## config.mk

```make
export PLATFORM = sky130hd
export DESIGN_NAME = roman_numeral_converter_core
export DESIGN_NICKNAME = d
export VERILOG_FILES = /design/src/rtl/rnc_pkg.sv /design/src/rtl/rnc_sequencer.sv /design/src/rtl/rnc_datapath.sv /design/src/rtl/roman_numeral_converter_core.sv
export SDC_FILE = /design/constraint.sdc
export NUM_CORES = 1
export LEC_CHECK = 0
export ABC_AREA = 1
export BUFFER_PORTS_ARGS = -buffer_cell sky130_fd_sc_hd__buf_2
export CORE_MARGIN = 8
export CORE_UTILIZATION = 55
export CTS_CLUSTER_DIAMETER = 60
export DETAILED_ROUTE_END_ITERATION = 16
export GPL_ROUTABILITY_DRIVEN = 0
export PLACE_DENSITY = 0.75
export SLEW_MARGIN = 40
export SYNTH_ARGS = -nofsm -noshare
export SYNTH_HDL_FRONTEND = slang
export SYNTH_SLANG_ARGS = --single-unit
```

## constraint.sdc

```tcl
create_clock -name clock -period 5.31 [get_ports clock]
set_input_delay 0.2655 -clock clock [delete_from_list [all_inputs] [get_ports clock]]
set_output_delay 0.2655 -clock clock [all_outputs]
set_load 0.05 [all_outputs]
```

## src/rtl/rnc_pkg.sv

```systemverilog
// Shared types, constants and microcode table of the Roman numeral converter.
`default_nettype none
package rnc_pkg;

   localparam int unsigned PC_W    = 5;
   localparam int unsigned VALUE_W = 12;
   localparam int unsigned SUM_W   = 14;
   localparam int unsigned CHAR_W  = 8;
   localparam int unsigned AMT_W   = 10;

   localparam logic [VALUE_W-1:0] ENC_MAX = VALUE_W'(3999);
   localparam logic [SUM_W-1:0]   SUM_MAX = SUM_W'(16383);

   // microcode addresses
   localparam logic [PC_W-1:0] UA_CHECK     = PC_W'(0);
   localparam logic [PC_W-1:0] UA_M         = PC_W'(1);
   localparam logic [PC_W-1:0] UA_CM        = PC_W'(2);
   localparam logic [PC_W-1:0] UA_CM_M      = PC_W'(3);
   localparam logic [PC_W-1:0] UA_D         = PC_W'(4);
   localparam logic [PC_W-1:0] UA_CD        = PC_W'(5);
   localparam logic [PC_W-1:0] UA_CD_D      = PC_W'(6);
   localparam logic [PC_W-1:0] UA_C         = PC_W'(7);
   localparam logic [PC_W-1:0] UA_XC        = PC_W'(8);
   localparam logic [PC_W-1:0] UA_XC_C      = PC_W'(9);
   localparam logic [PC_W-1:0] UA_L         = PC_W'(10);
   localparam logic [PC_W-1:0] UA_XL        = PC_W'(11);
   localparam logic [PC_W-1:0] UA_XL_L      = PC_W'(12);
   localparam logic [PC_W-1:0] UA_X         = PC_W'(13);
   localparam logic [PC_W-1:0] UA_IX        = PC_W'(14);
   localparam logic [PC_W-1:0] UA_IX_X      = PC_W'(15);
   localparam logic [PC_W-1:0] UA_V         = PC_W'(16);
   localparam logic [PC_W-1:0] UA_IV        = PC_W'(17);
   localparam logic [PC_W-1:0] UA_IV_V      = PC_W'(18);
   localparam logic [PC_W-1:0] UA_I         = PC_W'(19);
   localparam logic [PC_W-1:0] UA_DEC_STEP  = PC_W'(20);
   localparam logic [PC_W-1:0] UA_DEC_FINAL = PC_W'(21);

   typedef enum logic [2:0] {
      LC_I, LC_V, LC_X, LC_L, LC_C, LC_D, LC_M
   } letter_code_type;

   typedef enum logic [3:0] {
      K1000, K900, K500, K400, K100, K90, K50, K40, K10, K9, K5, K4, K1
   } konst_type;

   typedef enum logic [1:0] {
      COND_ALWAYS, COND_BAD, COND_GE, COND_LAST
   } cond_type;

   typedef enum logic [2:0] {
      ACT_NONE, ACT_EMIT_BAD, ACT_EMIT, ACT_EMIT_SUB, ACT_DEC_STEP, ACT_DEC_FINAL
   } act_type;

   typedef enum logic {
      SEQ_IDLE, SEQ_RUN
   } seq_state_type;

   typedef struct packed {
      cond_type        cond;
      act_type         act;
      letter_code_type letter;
      konst_type       konst;
      logic [PC_W-1:0] jump_t;
      logic [PC_W-1:0] jump_f;
      logic            end_f;
   } ucode_word_type;

   typedef struct packed {
      logic            fire;
      act_type         act;
      letter_code_type letter;
      konst_type       konst;
   } rnc_ctrl_type;

   typedef struct packed {
      logic bad;
      logic ge;
      logic rem_eq;
      logic last;
      logic emit_ok;
   } rnc_status_type;

   function automatic ucode_word_type mk(input cond_type c, input act_type a,
                                         input letter_code_type l, input konst_type k,
                                         input logic [PC_W-1:0] jt,
                                         input logic [PC_W-1:0] jf, input logic e);
      ucode_word_type w;
      w = '{cond: c, act: a, letter: l, konst: k, jump_t: jt, jump_f: jf, end_f: e};
      return w;
   endfunction

   // greedy Roman encode, then the two-step letter decode
   function automatic ucode_word_type ucode_rom(input logic [PC_W-1:0] pc);
      ucode_word_type w;
      unique case (pc)
         UA_CHECK:     w = mk(COND_BAD, ACT_EMIT_BAD, LC_I, K1, UA_CHECK, UA_M, 1'b0);
         UA_M:         w = mk(COND_GE, ACT_EMIT_SUB, LC_M, K1000, UA_M, UA_CM, 1'b0);
         UA_CM:        w = mk(COND_GE, ACT_EMIT, LC_C, K900, UA_CM_M, UA_D, 1'b0);
         UA_CM_M:      w = mk(COND_ALWAYS, ACT_EMIT_SUB, LC_M, K900, UA_XC, UA_XC, 1'b0);
         UA_D:         w = mk(COND_GE, ACT_EMIT_SUB, LC_D, K500, UA_C, UA_CD, 1'b0);
         UA_CD:        w = mk(COND_GE, ACT_EMIT, LC_C, K400, UA_CD_D, UA_C, 1'b0);
         UA_CD_D:      w = mk(COND_ALWAYS, ACT_EMIT_SUB, LC_D, K400, UA_XC, UA_XC, 1'b0);
         UA_C:         w = mk(COND_GE, ACT_EMIT_SUB, LC_C, K100, UA_C, UA_XC, 1'b0);
         UA_XC:        w = mk(COND_GE, ACT_EMIT, LC_X, K90, UA_XC_C, UA_L, 1'b0);
         UA_XC_C:      w = mk(COND_ALWAYS, ACT_EMIT_SUB, LC_C, K90, UA_IX, UA_IX, 1'b0);
         UA_L:         w = mk(COND_GE, ACT_EMIT_SUB, LC_L, K50, UA_X, UA_XL, 1'b0);
         UA_XL:        w = mk(COND_GE, ACT_EMIT, LC_X, K40, UA_XL_L, UA_X, 1'b0);
         UA_XL_L:      w = mk(COND_ALWAYS, ACT_EMIT_SUB, LC_L, K40, UA_IX, UA_IX, 1'b0);
         UA_X:         w = mk(COND_GE, ACT_EMIT_SUB, LC_X, K10, UA_X, UA_IX, 1'b0);
         UA_IX:        w = mk(COND_GE, ACT_EMIT, LC_I, K9, UA_IX_X, UA_V, 1'b0);
         UA_IX_X:      w = mk(COND_ALWAYS, ACT_EMIT_SUB, LC_X, K9, UA_I, UA_I, 1'b0);
         UA_V:         w = mk(COND_GE, ACT_EMIT_SUB, LC_V, K5, UA_I, UA_IV, 1'b0);
         UA_IV:        w = mk(COND_GE, ACT_EMIT, LC_I, K4, UA_IV_V, UA_I, 1'b0);
         UA_IV_V:      w = mk(COND_ALWAYS, ACT_EMIT_SUB, LC_V, K4, UA_I, UA_I, 1'b0);
         UA_I:         w = mk(COND_GE, ACT_EMIT_SUB, LC_I, K1, UA_I, UA_I, 1'b0);
         UA_DEC_STEP:  w = mk(COND_ALWAYS, ACT_DEC_STEP, LC_I, K1, UA_DEC_FINAL,
                              UA_DEC_FINAL, 1'b0);
         UA_DEC_FINAL: w = mk(COND_LAST, ACT_DEC_FINAL, LC_I, K1, UA_DEC_FINAL,
                              UA_DEC_FINAL, 1'b1);
         default:      w = mk(COND_ALWAYS, ACT_NONE, LC_I, K1, UA_CHECK, UA_CHECK, 1'b0);
      endcase
      return w;
   endfunction

   function automatic logic [VALUE_W-1:0] konst_value(input konst_type k);
      logic [VALUE_W-1:0] v;
      unique case (k)
         K1000:   v = VALUE_W'(1000);
         K900:    v = VALUE_W'(900);
         K500:    v = VALUE_W'(500);
         K400:    v = VALUE_W'(400);
         K100:    v = VALUE_W'(100);
         K90:     v = VALUE_W'(90);
         K50:     v = VALUE_W'(50);
         K40:     v = VALUE_W'(40);
         K10:     v = VALUE_W'(10);
         K9:      v = VALUE_W'(9);
         K5:      v = VALUE_W'(5);
         K4:      v = VALUE_W'(4);
         K1:      v = VALUE_W'(1);
         default: v = VALUE_W'(1);
      endcase
      return v;
   endfunction

   function automatic logic [CHAR_W-1:0] letter_char(input letter_code_type c);
      logic [CHAR_W-1:0] ch;
      unique case (c)
         LC_I:    ch = "I";
         LC_V:    ch = "V";
         LC_X:    ch = "X";
         LC_L:    ch = "L";
         LC_C:    ch = "C";
         LC_D:    ch = "D";
         default: ch = "M";
      endcase
      return ch;
   endfunction

   function automatic logic [AMT_W-1:0] letter_value(input letter_code_type c);
      logic [AMT_W-1:0] v;
      unique case (c)
         LC_I:    v = AMT_W'(1);
         LC_V:    v = AMT_W'(5);
         LC_X:    v = AMT_W'(10);
         LC_L:    v = AMT_W'(50);
         LC_C:    v = AMT_W'(100);
         LC_D:    v = AMT_W'(500);
         default: v = AMT_W'(1000);
      endcase
      return v;
   endfunction

   // value of a subtractive pair, keyed by its larger letter
   function automatic logic [AMT_W-1:0] pair_value(input letter_code_type c);
      logic [AMT_W-1:0] v;
      unique case (c)
         LC_V:    v = AMT_W'(4);
         LC_X:    v = AMT_W'(9);
         LC_L:    v = AMT_W'(40);
         LC_C:    v = AMT_W'(90);
         LC_D:    v = AMT_W'(400);
         default: v = AMT_W'(900);
      endcase
      return v;
   endfunction

   // anything outside I V X L C D reads as M
   function automatic letter_code_type char_code(input logic [CHAR_W-1:0] ch);
      letter_code_type c;
      unique case (ch)
         "I":     c = LC_I;
         "V":     c = LC_V;
         "X":     c = LC_X;
         "L":     c = LC_L;
         "C":     c = LC_C;
         "D":     c = LC_D;
         default: c = LC_M;
      endcase
      return c;
   endfunction

endpackage
`default_nettype wire

```

## src/rtl/rnc_sequencer.sv

```systemverilog
// Microcode sequencer: step counter, control ROM lookup and conditional jumps.
`default_nettype none
module rnc_sequencer
   import rnc_pkg::*;
(
   input  wire logic           clock,
   input  wire logic           reset,
   input  wire logic           start,
   input  wire logic           start_type,
   input  wire rnc_status_type status,
   output rnc_ctrl_type        ctrl,
   output logic                busy
);

   seq_state_type   state_ff, state_in;
   logic [PC_W-1:0] pc_ff, pc_in;
   ucode_word_type  word;
   logic            cond_true;
   logic            emits;
   logic            step;
   logic            finish;

   always_comb begin
      word = ucode_rom(pc_ff);
      unique case (word.cond)
         COND_ALWAYS: cond_true = 1'b1;
         COND_BAD:    cond_true = status.bad;
         COND_GE:     cond_true = status.ge;
         COND_LAST:   cond_true = status.last;
         default:     cond_true = 1'b0;
      endcase
      emits = cond_true && (word.act == ACT_EMIT_BAD || word.act == ACT_EMIT ||
                            word.act == ACT_EMIT_SUB || word.act == ACT_DEC_FINAL);
      step  = (state_ff == SEQ_RUN) && (!emits || status.emit_ok);
      finish = step && ((cond_true && (word.act == ACT_EMIT_BAD ||
                                       word.act == ACT_DEC_FINAL ||
                                       (word.act == ACT_EMIT_SUB && status.rem_eq))) ||
                        (!cond_true && word.end_f));
   end

   // next state
   always_comb begin
      unique case (state_ff)
         SEQ_IDLE: state_in = start ? SEQ_RUN : SEQ_IDLE;
         SEQ_RUN:  state_in = finish ? SEQ_IDLE : SEQ_RUN;
         default:  state_in = SEQ_IDLE;
      endcase
      priority if (start) begin
         pc_in = start_type ? UA_DEC_STEP : UA_CHECK;
      end else if (step) begin
         pc_in = cond_true ? word.jump_t : word.jump_f;
      end else begin
         pc_in = pc_ff;
      end
   end

   // outputs
   always_comb begin
      busy        = (state_ff == SEQ_RUN);
      ctrl.fire   = step && cond_true;
      ctrl.act    = word.act;
      ctrl.letter = word.letter;
      ctrl.konst  = word.konst;
   end

   always_ff @(posedge clock) begin
      if (reset) begin
         state_ff <= SEQ_IDLE;
         pc_ff    <= UA_CHECK;
      end else begin
         state_ff <= state_in;
         pc_ff    <= pc_in;
      end
   end

endmodule
`default_nettype wire

```

## src/rtl/rnc_datapath.sv

```systemverilog
// Datapath: remainder compare/subtract, decode accumulator and response register.
`default_nettype none
module rnc_datapath
   import rnc_pkg::*;
(
   input  wire logic               clock,
   input  wire logic               reset,
   input  wire logic               start,
   input  wire logic [VALUE_W-1:0] value_in,
   input  wire logic [CHAR_W-1:0]  letter_in,
   input  wire logic               letter_last,
   input  wire rnc_ctrl_type       ctrl,
   input  wire logic               rsp_stall,
   output rnc_status_type          status,
   output logic                    rsp_valid,
   output logic [CHAR_W-1:0]       rsp_letter_out,
   output logic [SUM_W-1:0]        rsp_value_out,
   output logic                    rsp_result_kind,
   output logic                    rsp_out_last,
   output logic                    rsp_error_flag
);

   logic [VALUE_W-1:0] rem_ff, rem_in;
   letter_code_type    code_ff;
   logic               last_ff;

   logic [SUM_W-1:0]   sum_ff, sum_in;
   letter_code_type    pend_ff, pend_in;
   logic               pend_valid_ff, pend_valid_in;
   logic               sat_ff, sat_in;

   logic               valid_ff, valid_in;
   logic [CHAR_W-1:0]  letter_ff, letter_in_r;
   logic [SUM_W-1:0]   value_ff, value_in_r;
   logic               kind_ff, kind_in;
   logic               olast_ff, olast_in;
   logic               err_ff, err_in;

   logic [VALUE_W-1:0] kval;
   logic [2:0]         c_bits;
   logic [2:0]         p_bits;
   logic               pair;
   logic [AMT_W-1:0]   amt;
   logic [SUM_W:0]     total;
   logic [SUM_W-1:0]   sum_new;
   logic               sat_new;
   logic               load;

   always_comb begin
      kval   = konst_value(ctrl.konst);
      c_bits = code_ff;
      p_bits = pend_ff;

      status.bad     = (rem_ff == '0) || (rem_ff > ENC_MAX);
      status.ge      = (rem_ff >= kval);
      status.rem_eq  = (rem_ff == kval);
      status.last    = last_ff;
      status.emit_ok = !valid_ff || !rsp_stall;

      pair = (code_ff == LC_I || code_ff == LC_X || code_ff == LC_C) &&
             (p_bits == c_bits + 3'd1 || p_bits == c_bits + 3'd2);

      amt    = (ctrl.act == ACT_DEC_STEP && pair) ? pair_value(pend_ff)
                                                  : letter_value(pend_ff);
      total  = {1'b0, sum_ff} + (SUM_W + 1)'(amt);
      sum_new = total[SUM_W] ? SUM_MAX : total[SUM_W-1:0];
      sat_new = sat_ff || total[SUM_W];

      rem_in = rem_ff;
      if (start) begin
         rem_in = value_in;
      end else if (ctrl.fire && ctrl.act == ACT_EMIT_SUB) begin
         rem_in = rem_ff - kval;
      end

      sum_in        = sum_ff;
      pend_in       = pend_ff;
      pend_valid_in = pend_valid_ff;
      sat_in        = sat_ff;
      if (ctrl.fire && ctrl.act == ACT_DEC_STEP) begin
         if (pend_valid_ff) begin
            sum_in        = sum_new;
            sat_in        = sat_new;
            pend_valid_in = !pair;
            pend_in       = pair ? pend_ff : code_ff;
         end else begin
            pend_in       = code_ff;
            pend_valid_in = 1'b1;
         end
      end else if (ctrl.fire && ctrl.act == ACT_DEC_FINAL) begin
         sum_in        = '0;
         pend_in       = LC_I;
         pend_valid_in = 1'b0;
         sat_in        = 1'b0;
      end

      load = ctrl.fire && (ctrl.act == ACT_EMIT_BAD || ctrl.act == ACT_EMIT ||
                           ctrl.act == ACT_EMIT_SUB || ctrl.act == ACT_DEC_FINAL);
      valid_in    = load || (valid_ff && rsp_stall);
      letter_in_r = letter_ff;
      value_in_r  = value_ff;
      kind_in     = kind_ff;
      olast_in    = olast_ff;
      err_in      = err_ff;
      if (load) begin
         unique case (ctrl.act)
            ACT_EMIT_BAD: begin
               letter_in_r = '0;
               value_in_r  = '0;
               kind_in     = 1'b0;
               olast_in    = 1'b1;
               err_in      = (rem_ff > ENC_MAX);
            end
            ACT_EMIT, ACT_EMIT_SUB: begin
               letter_in_r = letter_char(ctrl.letter);
               value_in_r  = '0;
               kind_in     = 1'b0;
               olast_in    = (ctrl.act == ACT_EMIT_SUB) && status.rem_eq;
               err_in      = 1'b0;
            end
            default: begin
               letter_in_r = '0;
               value_in_r  = pend_valid_ff ? sum_new : sum_ff;
               kind_in     = 1'b1;
               olast_in    = 1'b1;
               err_in      = pend_valid_ff ? sat_new : sat_ff;
            end
         endcase
      end
   end

   always_ff @(posedge clock) begin
      if (start) begin
         code_ff <= char_code(letter_in);
         last_ff <= letter_last;
      end
      rem_ff    <= rem_in;
      letter_ff <= letter_in_r;
      value_ff  <= value_in_r;
      kind_ff   <= kind_in;
      olast_ff  <= olast_in;
      err_ff    <= err_in;
   end

   always_ff @(posedge clock) begin
      if (reset) begin
         sum_ff        <= '0;
         pend_ff       <= LC_I;
         pend_valid_ff <= 1'b0;
         sat_ff        <= 1'b0;
         valid_ff      <= 1'b0;
      end else begin
         sum_ff        <= sum_in;
         pend_ff       <= pend_in;
         pend_valid_ff <= pend_valid_in;
         sat_ff        <= sat_in;
         valid_ff      <= valid_in;
      end
   end

   assign rsp_valid       = valid_ff;
   assign rsp_letter_out  = letter_ff;
   assign rsp_value_out   = value_ff;
   assign rsp_result_kind = kind_ff;
   assign rsp_out_last    = olast_ff;
   assign rsp_error_flag  = err_ff;

endmodule
`default_nettype wire

```

## src/rtl/roman_numeral_converter_core.sv

```systemverilog
// Top level of the two-way Roman numeral converter.
`default_nettype none
// Converts a binary value (1..3999) to Roman letters, most significant first, one
// letter per response, or sums Roman letters fed rightmost first and responds with
// the value on the letter marked last. A small control ROM steps a shared
// compare/subtract unit and a saturating 14-bit accumulator; one request is in
// work at a time. Encode steps through the range check, one step per letter and
// each greedy test that falls through (at most twelve); zero or out-of-range values
// end at the range check. Each decode letter takes two microcode steps. The next
// request is taken in the cycle after the last step; a stalled response holds the
// sequencer only when it has to emit.
module roman_numeral_converter_core
   import rnc_pkg::*;
(
   input  wire logic               clock,
   input  wire logic               reset,
   input  wire logic               req_valid,
   output logic                    req_stall,
   input  wire logic               req_type,
   input  wire logic [VALUE_W-1:0] req_value_in,
   input  wire logic [CHAR_W-1:0]  req_letter_in,
   input  wire logic               req_letter_last,
   output logic                    rsp_valid,
   input  wire logic               rsp_stall,
   output logic [CHAR_W-1:0]       rsp_letter_out,
   output logic [SUM_W-1:0]        rsp_value_out,
   output logic                    rsp_result_kind,
   output logic                    rsp_out_last,
   output logic                    rsp_error_flag
);

   rnc_ctrl_type   ctrl;
   rnc_status_type status;
   logic           busy;
   logic           start;

   assign req_stall = busy || reset;
   assign start     = req_valid && !req_stall;

   rnc_sequencer u_sequencer (
      .clock      (clock),
      .reset      (reset),
      .start      (start),
      .start_type (req_type),
      .status     (status),
      .ctrl       (ctrl),
      .busy       (busy)
   );

   rnc_datapath u_datapath (
      .clock           (clock),
      .reset           (reset),
      .start           (start),
      .value_in        (req_value_in),
      .letter_in       (req_letter_in),
      .letter_last     (req_letter_last),
      .ctrl            (ctrl),
      .rsp_stall       (rsp_stall),
      .status          (status),
      .rsp_valid       (rsp_valid),
      .rsp_letter_out  (rsp_letter_out),
      .rsp_value_out   (rsp_value_out),
      .rsp_result_kind (rsp_result_kind),
      .rsp_out_last    (rsp_out_last),
      .rsp_error_flag  (rsp_error_flag)
   );

endmodule
`default_nettype wire

```

==> impl_metrics.tcl <==
set metrics [dict create \
    outcome "finished, final reports clean" \
    crit_path_start "u_datapath.p_bits[2]" \
    cts_buffers 9 \
    synth-edff-count 39 \
    cts_resized 0 \
    p_leak_nw 2.974 \
    fin_nets 886 \
    critical-path-max-stage-delay_ns 0.43 \
    diodes 0 \
    max-cap-violations 0 \
    grt-ovfl-total 0 \
    cp_cell_sequence "clkinv_1, xor2_1, o32ai_1, nand2_1, nor2_1, clkinv_1, o21ai_0, ha_1, inv_1, fa_1, o21ai_0, nand3_1, nand2_1, nand2_1, nand2_1, a21oi_1, o21ai_0, nand2_1, xor2_1, nand2_1, nand2_1, inv_1" \
    drt-initial-drc-count 364 \
    met1_length_um 5746 \
    dp_hpwl_um 10490 \
    rows 37 \
    finalSetupViolCount 0 \
    ant_nets 0 \
    pre_cts_ws_ns 1.029 \
    layout_common_cells "nand2_1, inv_1, nor2_1" \
    synth_area_leaders "edfxtp_1, dfxtp_1, nand2_1" \
    fill_cells 921 \
    cts_tree "yes" \
    r2r_slack_ns 1.00 \
    cts.sinks 88 \
    clkLatencyLatePin_ns 0.37 \
    grt_pass1_vias 5113 \
    viasPerCell 5.428 \
    worstSetupEndpointType "flip-flop" \
    yosys_warnings 0 \
    finalPower_mw 3.427 \
    clock_path_buffers 2 \
    hold_path.class "input port to flip-flop" \
    io_pins 53 \
    yosysTopAreaCellShare 0.2009 \
    cp_slowest_cell "dfxtp_1" \
    track_usage 0.1991 \
    drtPass1Iterations 5 \
    route.met3.wl_um 624 \
    cp_max_fo 9 \
    grt_pass1_wl_um 23410 \
    r2r-end "u_datapath.rsp_value_out[12]" \
    seq_area_frac_synth 0.3693 \
    start_kind "flip-flop" \
    synth_seq_cells 88 \
    cts.clk_slew.worst_paths_ns 0.09 \
    netlist_instances 777 \
    setup-tns-final_ns 0 \
    synth.avg_cell_area_sq_um 7.501 \
    cts_max_level 3 \
    ir_drop_mv 0.3426 \
    drv_slew 0 \
    die-area_sq_mm 0.01415 \
    setup_slack_ns 1.002 \
    dieWidth_um 118.9 \
    antenna_found_initial 0 \
    final_common_cell "nand2_1" \
    worstSetupPathType "flip-flop to flip-flop" \
    cpMostUsedCell "nand2_1" \
    drive_gt1_frac 0.1528 \
    synthArstFlopShare 0 \
    grt_max_degree 24 \
    p_per_area_mw_per_mm2 537.6 \
    hold_buffers 0 \
    wirelength_um 13730 \
    areaGrowthSynthToFinish_pct 9.382 \
    cp.arrival_ns 4.44 \
    fin_util 0.6175 \
    clock.fmax_ghz 0.2322 \
    wire_per_inst_um 14.20 \
    worst_r2r_path_depth 22 \
    worst_clock_skew_ns 0.008853 \
    portBuffers 50 \
    cts_setup_buffers 0 \
    worst_pin_slew_ns 0.6543 \
    remaining_drc_errors 0 \
    dieHeight_um 118.9 \
    ys.flop_type "dfxtp_1" \
    rsz0062_at_grt "false" \
    wl_met2_um 7087 \
    start_util 0.5645 \
    finalHoldViolations 0 \
    fin_crit_sh 0.8112 \
    root_buffer "clkbuf_8" \
    crit_end "u_datapath.rsp_value_out[12]" \
    synth.distinct_cells 49 \
    top_layer_used "met4" \
    worstReg2RegStart "u_datapath.p_bits[2]" \
    yosysTopAreaCell "edfxtp_1" \
    coreArea_sq_mm 0.01032 \
    vias 5249 \
    syn_area_sq_mm 0.005828 \
    worstPathRequired_ns 5.44 \
    maxSlewHeadroom 0.5632 \
    period_minus_slack_ns 4.308 \
]
where the power goes:
group | leakage [nW] | total (mW) | switching (mW) | internal, mW
combinational | 2.12 | 1.91 | 1.30 | 0.609
sequential | 0.758 | 1.05 | 0.0932 | 0.955
clock | 0.0973 | 0.471 | 0.252 | 0.218
total | 2.97 | 3.43 | 1.64 | 1.78
worst min path at each step:
stage | from | end | slack, ns | cells after the start
floorplan | reset | u_sequencer.pc_ff[4] | 0.36 | 1
global placement | req_letter_last | u_datapath.last_ff | 0.44 | 1
detailed placement | req_letter_last | u_datapath.last_ff | 0.44 | 1
CTS | req_letter_last | u_datapath.last_ff | 0.05 | 1
global route | req_letter_last | u_datapath.last_ff | 0.05 | 1
finish | req_letter_last | u_datapath.last_ff | 0.07 | 1
cell usage after synthesis (all sizes together), types with 2 or more instances:
cell and instances:
o22ai 6, o21a 4, a21oi 52, clkinv 3, edfxtp 39, o21ai 56
clkbuf 9, a31oi 2, nand3b 7, a21o 2, o31ai 4, nand4 4
nand3 51, ha 32, fa 2, inv 107, dfxtp 49, nor2 85
nor3 11, xnor2 7, nand2 211, o211ai 4, or2 2, buf 6
xor2 13
cell type report:
cell class / instances / area (sq um) / share of cell area
Clock inverter: 5 / 57.56 / 0.009028
Sequential cell: 88 / 2152 / 0.3376
Inverter: 110 / 412.9 / 0.06477
Multi-Input combinational cell: 565 / 3186 / 0.4997
Clock buffer: 11 / 131.4 / 0.02061
Timing Repair Buffer: 52 / 265.3 / 0.04161
Tap cell: 136 / 170.2 / 0.02669
metal layers:
metal	up-vias	global-route usage
li1	2627	-
met4	0	0.08617
met1	2446	0.2297
met5	-	0
met3	25	0.03732
met2	151	0.3532
flip-flops by register name, indices dropped and copies added (netlist names):
name                        cells
u_sequencer.word               23
u_datapath.rsp_value_out       14
u_datapath.sum_ff              14
u_datapath.rem_ff              12
u_datapath.rsp_letter_out       6
u_sequencer.pc_ff               5
u_datapath.c_bits               3
u_datapath.p_bits               3
u_datapath.last_ff              1
u_datapath.pend_valid_ff        1
u_datapath.rsp_error_flag       1
u_datapath.rsp_out_last         1
u_datapath.rsp_result_kind      1
u_datapath.rsp_valid            1
u_datapath.sat_ff               1
u_sequencer.busy                1
cells by family (layout without fill, tap and decap cells):
kind of cell,after synthesis,count (layout),synth area share
adders and majority gates,34,34,0.07557
buffers and inverters,125,178,0.08523
AOI/OAI and AO/OA,135,135,0.1288
muxes,1,1,0.001932
and+or+nand+nor,373,373,0.3085
xor gates and xnor gates,20,20,0.03006
DFF,88,88,0.3693
other,1,2,0.0006434
critical path, delay by kind of cell, from the launching register on:
kind | cells | cell delay [ns]
AO/OA/AOI/OAI | 5 | 1.15
XOR/XNOR | 2 | 0.38
adder cells (fa/ha/maj) | 2 | 0.56
buffers and inverters | 4 | 0.57
flip-flops | 1 | 0.43
AND/OR/NAND/NOR | 9 | 0.96
through the flow:
stage / instances / cell area (sq um) / hold WS [ns]
after floorplan: 778 / 5832 / 0.3559
after global placement: 951 / 6186 / 0.4433
after detailed placement: 951 / 6186 / 0.4436
after CTS: 967 / 6375 / 0.05046
after global routing: 967 / 6375 / 0.04655
final: 967 / 6375 / 0.06540
Power figures use the tool's default switching activity.
